--- config.mk ---
export PLATFORM = sky130hd
export DESIGN_NAME = gamepad_serial_poll_master
export DESIGN_NICKNAME = d
export VERILOG_FILES = /design/src/rtl/gpsp_pkg.sv /design/src/rtl/gamepad_serial_poll_master.sv
export SDC_FILE = /design/constraint.sdc
export NUM_CORES = 1
export LEC_CHECK = 0
export BUFFER_PORTS_ARGS = -buffer_cell sky130_fd_sc_hd__buf_2
export CORE_MARGIN = 5
export CORE_UTILIZATION = 50
export CTS_BUF_LIST = sky130_fd_sc_hd__clkbuf_4
export CTS_CLUSTER_SIZE = 10
export DETAILED_ROUTE_END_ITERATION = 12
export PLACE_DENSITY = 0.72
export SLEW_MARGIN = 10
export SYNTH_ARGS = -nofsm -noshare
export SYNTH_HDL_FRONTEND = slang
export SYNTH_SLANG_ARGS = --single-unit
--- constraint.sdc ---
create_clock -name clk -period 10.2 [get_ports clk]
set_input_delay 2.04 -clock clk [delete_from_list [all_inputs] [get_ports clk]]
set_output_delay 2.04 -clock clk [all_outputs]
set_load 0.01 [all_outputs]
--- src/rtl/gpsp_pkg.sv ---
// gpsp_pkg: shared types and constants for the gamepad serial poll master.
// No dependencies; used by gamepad_serial_poll_master.
package gpsp_pkg;

  localparam int FRAME_BYTES_DEF = 9;

  localparam int CFG_ADDR_W = 3;
  localparam int CFG_DATA_W = 16;

  localparam logic [CFG_ADDR_W-1:0] REG_HALF_BIT    = 3'd0;
  localparam logic [CFG_ADDR_W-1:0] REG_COMMAND_GAP = 3'd1;
  localparam logic [CFG_ADDR_W-1:0] REG_DATA_GAP    = 3'd2;
  localparam logic [CFG_ADDR_W-1:0] REG_FIRST_CMD   = 3'd3;
  localparam logic [CFG_ADDR_W-1:0] REG_SECOND_CMD  = 3'd4;

  localparam logic [15:0] HALF_BIT_RST    = 16'd10;
  localparam logic [15:0] COMMAND_GAP_RST = 16'd16;
  localparam logic [15:0] DATA_GAP_RST    = 16'd10;
  localparam logic [7:0]  FIRST_CMD_RST   = 8'h01;
  localparam logic [7:0]  SECOND_CMD_RST  = 8'h42;

  typedef enum logic [1:0] {
    PH_IDLE,
    PH_HIGH,
    PH_LOW,
    PH_GAP
  } phase_t;

  typedef struct packed {
    logic       frame_done;
    logic [7:0] byte_value;
    logic [3:0] byte_index;
    logic       byte_valid;
    logic       command_line;
    logic       clock_line;
    logic       select_line;
  } result_t;

endpackage

--- src/rtl/gamepad_serial_poll_master.sv ---
// gamepad_serial_poll_master: poll frame sequencer for an LSB-first serial gamepad link.
// Depends on gpsp_pkg (phase type, result layout, register indexes, reset values).
//
// Usage: each transfer on the s_ channel is one item: s_tuser = 1 asks for a frame
// to start, s_tuser = 0 means one tick has passed; s_tdata[0] is the data pin level.
// Every input item yields exactly one result on the m_ channel carrying the line
// levels after that item, a received byte with its slot number when one completes
// in any slot but slot 0, and a frame-done flag on the item that ends the frame.
// Timing: the result is registered and appears in the output register in the cycle
// after the input transfer. Throughput: one item per cycle while the receiver takes
// results, set by the single result register that follows the state update logic.
// When the receiver stalls, the finished result is held and s_tready drops only
// if the output register is full and m_tready is low.
// Configuration: cfg_we writes cfg_wdata to register cfg_addr; write only while no
// transfer is in flight. A write mid-frame takes effect at once. Unknown indexes
// are ignored.
// Reset (rst, synchronous): block idle, registers at their defaults, output register
// empty; the result register itself is not reset.
module gamepad_serial_poll_master #(
  parameter int FRAME_BYTES = gpsp_pkg::FRAME_BYTES_DEF
) (
  input  logic                            clk,
  input  logic                            rst,
  input  logic                            cfg_we,
  input  logic [gpsp_pkg::CFG_ADDR_W-1:0] cfg_addr,
  input  logic [gpsp_pkg::CFG_DATA_W-1:0] cfg_wdata,
  input  logic                            s_tvalid,
  output logic                            s_tready,
  input  logic [7:0]                      s_tdata,  // [0] data_pin, [7:1] zero
  input  logic                            s_tuser,  // [0] kind
  output logic                            m_tvalid,
  input  logic                            m_tready,
  // [0] select_line, [1] clock_line, [2] command_line, [3] byte_valid,
  // [7:4] byte_index, [15:8] byte_value, [16] frame_done, [23:17] zero
  output logic [23:0]                     m_tdata
);

  localparam int CW = $clog2(FRAME_BYTES);
  localparam logic [CW-1:0] LAST_SLOT = CW'(FRAME_BYTES - 1);

  logic [15:0] half_bit_ticks;
  logic [15:0] command_gap_ticks;
  logic [15:0] data_gap_ticks;
  logic [7:0]  first_command;
  logic [7:0]  second_command;

  gpsp_pkg::phase_t phase, phase_next;
  logic [15:0]   tick_count, tick_next;
  logic [2:0]    bit_count, bit_next;
  logic [CW-1:0] byte_count, byte_next;
  logic [7:0]    receive_shift, shift_next;
  logic          command_level, cmd_next;

  gpsp_pkg::result_t res, res_next;
  logic              res_valid;

  logic        s_acc;
  logic [15:0] tick_inc;
  logic [15:0] gap_len;
  logic        half_end;
  logic        gap_end;
  logic        do_next;
  logic [7:0]  shift_or;

  function automatic logic cmd_bit(input logic [CW-1:0] slot, input logic [2:0] b,
                                   input logic [7:0] c0, input logic [7:0] c1);
    logic r;
    r = 1'b0;
    if (slot == CW'(0)) r = c0[b];
    else if (slot == CW'(1)) r = c1[b];
    return r;
  endfunction

  assign s_tready = !res_valid || m_tready;
  assign s_acc    = s_tvalid && s_tready;
  assign m_tvalid = res_valid;
  assign m_tdata  = {7'd0, res};

  always_ff @(posedge clk) begin
    if (rst) begin
      half_bit_ticks    <= gpsp_pkg::HALF_BIT_RST;
      command_gap_ticks <= gpsp_pkg::COMMAND_GAP_RST;
      data_gap_ticks    <= gpsp_pkg::DATA_GAP_RST;
      first_command     <= gpsp_pkg::FIRST_CMD_RST;
      second_command    <= gpsp_pkg::SECOND_CMD_RST;
    end else if (cfg_we) begin
      unique case (cfg_addr)
        gpsp_pkg::REG_HALF_BIT:    half_bit_ticks    <= cfg_wdata;
        gpsp_pkg::REG_COMMAND_GAP: command_gap_ticks <= cfg_wdata;
        gpsp_pkg::REG_DATA_GAP:    data_gap_ticks    <= cfg_wdata;
        gpsp_pkg::REG_FIRST_CMD:   first_command     <= cfg_wdata[7:0];
        gpsp_pkg::REG_SECOND_CMD:  second_command    <= cfg_wdata[7:0];
        default: ;
      endcase
    end
  end

  always_comb begin
    phase_next = phase;
    tick_next  = tick_count;
    bit_next   = bit_count;
    byte_next  = byte_count;
    shift_next = receive_shift;
    cmd_next   = command_level;
    do_next    = 1'b0;
    res_next   = '0;

    tick_inc = tick_count + 16'd1;
    gap_len  = (byte_count < CW'(2)) ? command_gap_ticks : data_gap_ticks;
    half_end = (tick_inc >= half_bit_ticks) || (tick_inc == 16'd0);
    gap_end  = (tick_inc >= gap_len) || (tick_inc == 16'd0);
    shift_or = receive_shift | (8'(s_tdata[0]) << bit_count);

    if (s_tuser) begin
      if (phase == gpsp_pkg::PH_IDLE) begin
        phase_next = gpsp_pkg::PH_HIGH;
        tick_next  = '0;
        bit_next   = '0;
        byte_next  = '0;
        shift_next = '0;
        cmd_next   = cmd_bit(CW'(0), 3'd0, first_command, second_command);
      end
    end else begin
      unique case (phase)
        gpsp_pkg::PH_IDLE: ;
        gpsp_pkg::PH_HIGH: begin
          tick_next = tick_inc;
          if (half_end) begin
            phase_next = gpsp_pkg::PH_LOW;
            tick_next  = '0;
          end
        end
        gpsp_pkg::PH_LOW: begin
          tick_next = tick_inc;
          if (half_end) begin
            tick_next  = '0;
            shift_next = shift_or;
            if (bit_count == 3'd7) begin
              if (byte_count != CW'(0)) begin
                res_next.byte_valid = 1'b1;
                res_next.byte_index = 4'(byte_count);
                res_next.byte_value = shift_or;
              end
              bit_next = '0;
              if (gap_len == 16'd0) do_next = 1'b1;
              else phase_next = gpsp_pkg::PH_GAP;
            end else begin
              bit_next   = bit_count + 3'd1;
              phase_next = gpsp_pkg::PH_HIGH;
              cmd_next   = cmd_bit(byte_count, bit_count + 3'd1, first_command,
                                   second_command);
            end
          end
        end
        gpsp_pkg::PH_GAP: begin
          tick_next = tick_inc;
          if (gap_end) do_next = 1'b1;
        end
        default: ;
      endcase
    end

    if (do_next) begin
      if (byte_count == LAST_SLOT) begin
        phase_next          = gpsp_pkg::PH_IDLE;
        tick_next           = '0;
        bit_next            = '0;
        byte_next           = '0;
        cmd_next            = 1'b0;
        res_next.frame_done = 1'b1;
      end else begin
        byte_next  = byte_count + CW'(1);
        phase_next = gpsp_pkg::PH_HIGH;
        tick_next  = '0;
        bit_next   = '0;
        shift_next = '0;
        cmd_next   = cmd_bit(byte_count + CW'(1), 3'd0, first_command, second_command);
      end
    end

    res_next.select_line  = (phase_next == gpsp_pkg::PH_IDLE);
    res_next.clock_line   = (phase_next != gpsp_pkg::PH_LOW);
    res_next.command_line = (phase_next == gpsp_pkg::PH_IDLE) ? 1'b0 : cmd_next;
  end

  always_ff @(posedge clk) begin
    if (rst) begin
      phase         <= gpsp_pkg::PH_IDLE;
      tick_count    <= '0;
      bit_count     <= '0;
      byte_count    <= '0;
      receive_shift <= '0;
      command_level <= 1'b0;
      res_valid     <= 1'b0;
    end else begin
      if (s_acc) begin
        phase         <= phase_next;
        tick_count    <= tick_next;
        bit_count     <= bit_next;
        byte_count    <= byte_next;
        receive_shift <= shift_next;
        command_level <= cmd_next;
        res_valid     <= 1'b1;
      end else if (m_tready) begin
        res_valid <= 1'b0;
      end
    end
  end

  always_ff @(posedge clk) begin
    if (s_acc) res <= res_next;
  end

  a_done_idle: assert property (@(posedge clk) disable iff (rst)
    (res_valid && res.frame_done) |-> (res.select_line && res.clock_line))
    else $error("frame_done without idle lines");

  a_byte_index: assert property (@(posedge clk) disable iff (rst)
    (res_valid && res.byte_valid) |-> (res.byte_index != 4'd0))
    else $error("byte reported with bad slot");

  a_idle_clear: assert property (@(posedge clk) disable iff (rst)
    (phase == gpsp_pkg::PH_IDLE) |-> (tick_count == 16'd0 && bit_count == 3'd0 &&
                                      byte_count == CW'(0)))
    else $error("idle with counters not clear");

  a_start: assert property (@(posedge clk) disable iff (rst)
    (s_acc && s_tuser && phase == gpsp_pkg::PH_IDLE) |=>
      (phase == gpsp_pkg::PH_HIGH && byte_count == CW'(0)))
    else $error("start did not begin the first slot");

endmodule
# Word level (Yosys, flattened, before mapping)
# Index checks and enable logic that the tools add are counted.
[word_totals]
out_inout_bits = 26
inputBits = 33
regBits = 116
[classes]
n_lt_le_gt_ge = 4
shift = 1
bitwise_logic = 5
mux = 56
reduce_logical = 30
n_eq_ne = 13
add_sub_neg = 3
[ops]
columns = ["operator", "count"]
rows = [
  ["16-bit 2-to-1 mux", 5],
  ["8-bit 2-to-1 mux", 6],
  ["16-bit greater-or-equal comparator", 2],
  ["16-bit zero test", 2],
  ["16-bit case mux with 2 select lines", 1],
  ["1-bit 2-to-1 mux", 23],
  ["3-bit 2-to-1 mux", 6],
  ["16-bit by 1-bit adder with 16-bit output (second input constant)", 1],
  ["4-bit 2-to-1 mux", 4],
  ["2-bit 2-to-1 mux", 7],
  ["2-bit AND reduction", 5],
  ["4-bit by 1-bit == test with 1-bit output (second input constant)", 2],
  ["4-bit zero test", 2],
  ["8-bit OR", 1],
  ["4-bit nonzero test", 2],
  ["1-bit by 3-bit << shifter with 8-bit output", 1],
  ["1-bit binary-select mux with 3-bit select", 2],
  ["3-bit by 2-bit == test with 1-bit output (second input constant)", 2],
  ["3-bit == test (second input constant)", 2],
  ["3-bit AND reduction", 2],
  ["2-bit nonzero test", 3],
  ["3-bit nonzero test", 2],
  ["5-bit OR reduction", 1],
  ["4-bit by 1-bit adder with 4-bit output (second input constant)", 1],
  ["other kinds (20)", 27],
]

# Depth between registers and ports, before layout
[depth]
depth_word = 10
mapped_depth = 18
ltp_nobuf = 16

# Least setup slack after synthesis
# Ideal clock, no wire load.
[synth_path]
kind = "input-to-output"
from = "input m_tready"
to = "output s_tready"
path_buffers = 0
t_required_ns = 8.160
cell_stages = 1
arrival_time_ns = 2.223
setup_slack_ns = 5.937
cell_sequence = "nand2b_1"
[synth_between]
elab_chain_cells = 1
[synth_lines]
columns = ["item", "line_no", "text"]
rows = [
  ["start, declared", "gamepad_serial_poll_master.sv:32", "input logic m_tready,"],
  ["1-bit logical OR", "gamepad_serial_poll_master.sv:74", "assign s_tready = !res_valid || m_tready;"],
  ["end, declared", "gamepad_serial_poll_master.sv:28", "output logic s_tready,"],
]
# No other way between the ends.

# Worst setup path after layout
[layout_path]
from = "register tick_count[0]"
to = "register tick_count[5]"
[layout_between]
elab_chain_cells = 8
word_cells_on_any_way = 17
cone_classes = "1 x add/sub; 2 x order compare; 1 x eq/ne; 8 x mux; 5 x reduce/logical"
[layout_lines]
columns = ["item", "line_no", "text"]
rows = [
  ["start, declared", "gamepad_serial_poll_master.sv:48", "logic [15:0] tick_count, tick_next;"],
  ["start signal, assigned", "gamepad_serial_poll_master.sv:198", "tick_count <= tick_next;"],
  ["16-bit by 1-bit adder with 16-bit output *", "gamepad_serial_poll_master.sv:108", "tick_inc = tick_count + 16'd1;"],
  ["16-bit greater-or-equal comparator (tied with other cells)", "gamepad_serial_poll_master.sv:111", "gap_end = (tick_inc >= gap_len) || (tick_inc == 16'd0);"],
  ["1-bit logical OR, on equally long branches", "gamepad_serial_poll_master.sv:111, gamepad_serial_poll_master.sv:110", ""],
  ["1-bit 2-to-1 mux, on equally long branches", "gamepad_serial_poll_master.sv:157, gamepad_serial_poll_master.sv:135", ""],
  ["1-bit case mux with 2 select lines", "gamepad_serial_poll_master.sv:124", "unique case (phase)"],
  ["1-bit 2-to-1 mux", "gamepad_serial_poll_master.sv:114", "if (s_tuser) begin"],
  ["3-bit by 1-bit != test with 1-bit output (no source line) / 4-bit nonzero test (equally long branches)", "-", ""],
  ["3-bit AND reduction (no source line)", "-", ""],
]
# Every way passes the cells marked *; elsewhere a longest branch is shown, timed or not.
# A chain may end at the register's enable or synchronous reset.

==> results by group <==
Synth
  – Synth Cell Area: 6550 um2
  – Top cell type by total area after synthesis: dfxtp_1
  – Post-synth top area share: 0.303
  – Ys flop type: dfxtp_1
  – Post-synth EDFFs: 17
  – Flop and latch count out of synthesis: 116
  – Yosys warns: 0
  – Seq/Total Area, Yosys: 0.381
  – Syn Inst Count: roughly 770
  – Most frequent cells after synthesis: nand2_1 (172), dfxtp_1 (99), a21oi_1 (83)
  – Synth cell types: 76
  – Fraction of registers with async set/reset: 0
  – Count leader, synth: nand2_1
  – Synth top area cells: dfxtp_1 (30%), nand2_1 (9.9%), ha_1 (8.8%)
  – Avg Cell Area, Syn: between 8 and 9 um2

Run status
  – Run status: complete, no violations

Clock tree
  – CTS clk-pin slew, worst paths: approximately 0.10 ns
  – Hold_buf cts: 0
  – Maximum buffer depth of the clock tree: 2
  – Resize count post-CTS: 0
  – Clk_lat worst skew: about 0.52 ns
  – H-tree depth: 4
  – CTS tree: done
  – Clock root buffer master: clkbuf_4
  – Clock sink count: between 100 and 150
  – Num CTS Buffers: 17
  – Setup Fix Bufs, Post-CTS: 0

Drt
  – Via/cell ratio: 5.72
  – Post-route ant nets: 0
  – WL/cell: roughly 16 um
  – Number of DRC markers in iteration 0: just under 300
  – Final routed DRC violation total: 0
  – Vias: ~5.6k
  – Final WL: around 16000 um
  – DR pass1 iterations: 7

Placed design
  – Place WS: approximately 5 ns
  – Inst Count DP: approximately 950
  – I/O Buffers: 44
  – GPL Wtd Cong: 0.884
  – Hpwl dp: 11400 um

Power
  – Peak supply drop: ~83 uV
  – Lkg Pwr: 2.87 nW
  – Cell Pwr Density: around 130 nW/um2

Min path
  – Min-delay worst type: flop to flop

Floorplan
  – IO Count: roughly 60
  – Core Box Area: around 13000 um2
  – Row cnt: 41
  – Die ar.: approximately 15000 um2
  – Initial Util: 0.515
  – Die width: 124 um
  – Die span in y: about 120 um

Global route
  – Antenna violations before repair: 0
  – Largest net degree at the start of global routing: 71
  – Vias in the first global route: approximately 5.2k
  – Remaining Overflow, GRT: 0
  – First-pass GRT wire length: about 26000 um
  – All-Layer GR Usage: 0.202

Finish
  – Fill cells: 1224
  – # diodes: 0
  – Register area: around 2500 um2
  – Fin cells: ~980
  – Area Growth Syn to Fin: 8.31%
  – Area of the multi-input gates: approximately 3700 um2
  – Share of layout cells above drive strength 1: 0.145
  – Final core occ: 0.557
  – Final net count: 877

Setup path
  – CP Launch Type: flop
  – Worst-path maximum fanout: 16
  – Crit path required time: 10.63 ns
  – WS Path Type: flop to flop
  – CP Capture Type: flop
  – Worst EP arrival: a little over 5 ns

Job
  – Count of max-cap constraint violations: 0

STA
  – Final period utilization: 0.457
  – Pins Over Slew Limit: 0
  – RSZ-0062 raised after global routing: no
  – Clock skew: roughly 0.019 ns
  – Slew margin rel.: 0.232
  – Setup ws final: around 5.5 ns
  – Worst-Margin Slew: approximately 1.1 ns
  – Clock period minus worst slack: between 4 and 5 ns
  – F_max: between 200 and 250 MHz
  – Final hold vios: 0
  – Final setup viols: 0
  – Accumulated negative setup slack: 0 ns
-- path summary, 6_finish.rpt --
path	startpoint	to	slack [ns]	cells past startpoint
setup / recovery	tick_count[0]	tick_count[5]	5.54	15
hold / removal	half_bit_ticks[5]	half_bit_ticks[5]	0.46	2
setup reg to reg	tick_count[0]	tick_count[5]	5.54	15
hold reg to reg	half_bit_ticks[5]	half_bit_ticks[5]	0.46	2
-- logic make-up (layout without fill, tap and decap cells) --
| family | Yosys count | in the layout | share of synthesized area |
|---|---|---|---|
| AO/OA/AOI/OAI | 174 | 174 | 0.170 |
| adder cells (fa/ha/maj) | 46 | 46 | 0.0879 |
| flip-flops | 116 | 116 | 0.381 |
| XOR/XNOR | 11 | 11 | 0.0159 |
| multiplexers | 26 | 26 | 0.0480 |
| other | 1 | 7 | 0.000573 |
| AND/OR/NAND/NOR | 322 | 322 | 0.243 |
| buffers and inverters | 77 | 109 | 0.0537 |
-- critical path, stage by stage (launching register included) --
cell and delay [ns]:
dfxtp_1 0.58, ha_1 0.47, nand3_4 0.18, nor2_1 0.22
and4_1 0.23, xor2_1 0.35, ha_1 0.32, nand4_1 0.15
nor2_1 0.08, o2bb2ai_1 0.11, or4_1 0.53, a21oi_1 0.17
nand2_1 0.09, nor2_1 0.83, a21oi_1 0.16, o31ai_1 0.10
-- layout by cell type, fill, tap and decap left out, types with 8 or more instances in the layout --
cell	instances
nand4_1	9
edfxtp_1	17
mux2i_1	19
inv_1	29
and2_1	10
a21oi_1	83
o21ai_1	8
dfxtp_1	99
nor2_1	34
a22o_1	14
nand3_1	21
o21ai_0	13
nor3_1	9
nand2_1	172
o2111ai_1	9
buf_2	44
clkbuf_4	19
ha_1	46
and3_1	8
-- power by group --
group / total, mW / switching (mW) / internal, mW / leakage, nW
clock network: 0.358 / 0.183 / 0.176 / 0.167
logic: 0.0680 / 0.0459 / 0.0221 / 1.74
registers: 0.480 / 0.00624 / 0.474 / 0.966
total: 0.906 / 0.235 / 0.672 / 2.87
-- state kept, by name (all words and copies together), names as in the netlist --
name and flops:
command_gap_ticks 16, m_tvalid 1, receive_shift 8, first_command 8, phase 2, tick_count 16
command_level 1, data_gap_ticks 16, m_tdata 17, bit_count 3, byte_count 4, half_bit_ticks 16
second_command 8
-- through the flow --
| stage | total power [mW] | area (um2) | hold WS, ns |
|---|---|---|---|
| 4_1_cts | 0.911 | 7090 | 0.461 |
| 5_1_grt | 0.942 | 7090 | 0.485 |
| 2_1_floorplan | 0.534 | 6570 | 0.433 |
| 3_3_place_gp | 0.555 | 6790 | 0.442 |
| 3_5_place_dp | 0.558 | 6790 | 0.447 |
| 6_report | 0.906 | 7090 | 0.464 |
-- area by class of cell --
cell class,instances,area share
multi-input combinational,586,0.526
inverter,31,0.0164
timing repair buffer,46,0.0332
sequential,116,0.351
clock inverter,13,0.0224
tap,172,0.0303
clock buffer,19,0.0201
-- per-layer routing --
layer  GRT usage  vias up  routed length, um
met4      0.0619        0                262
met5           0        -                  0
met3      0.0429       33                875
li1            -     2779                  -
met2       0.316      165               7230
met1       0.279     2649               7270
Power figures use the tool's default switching activity.
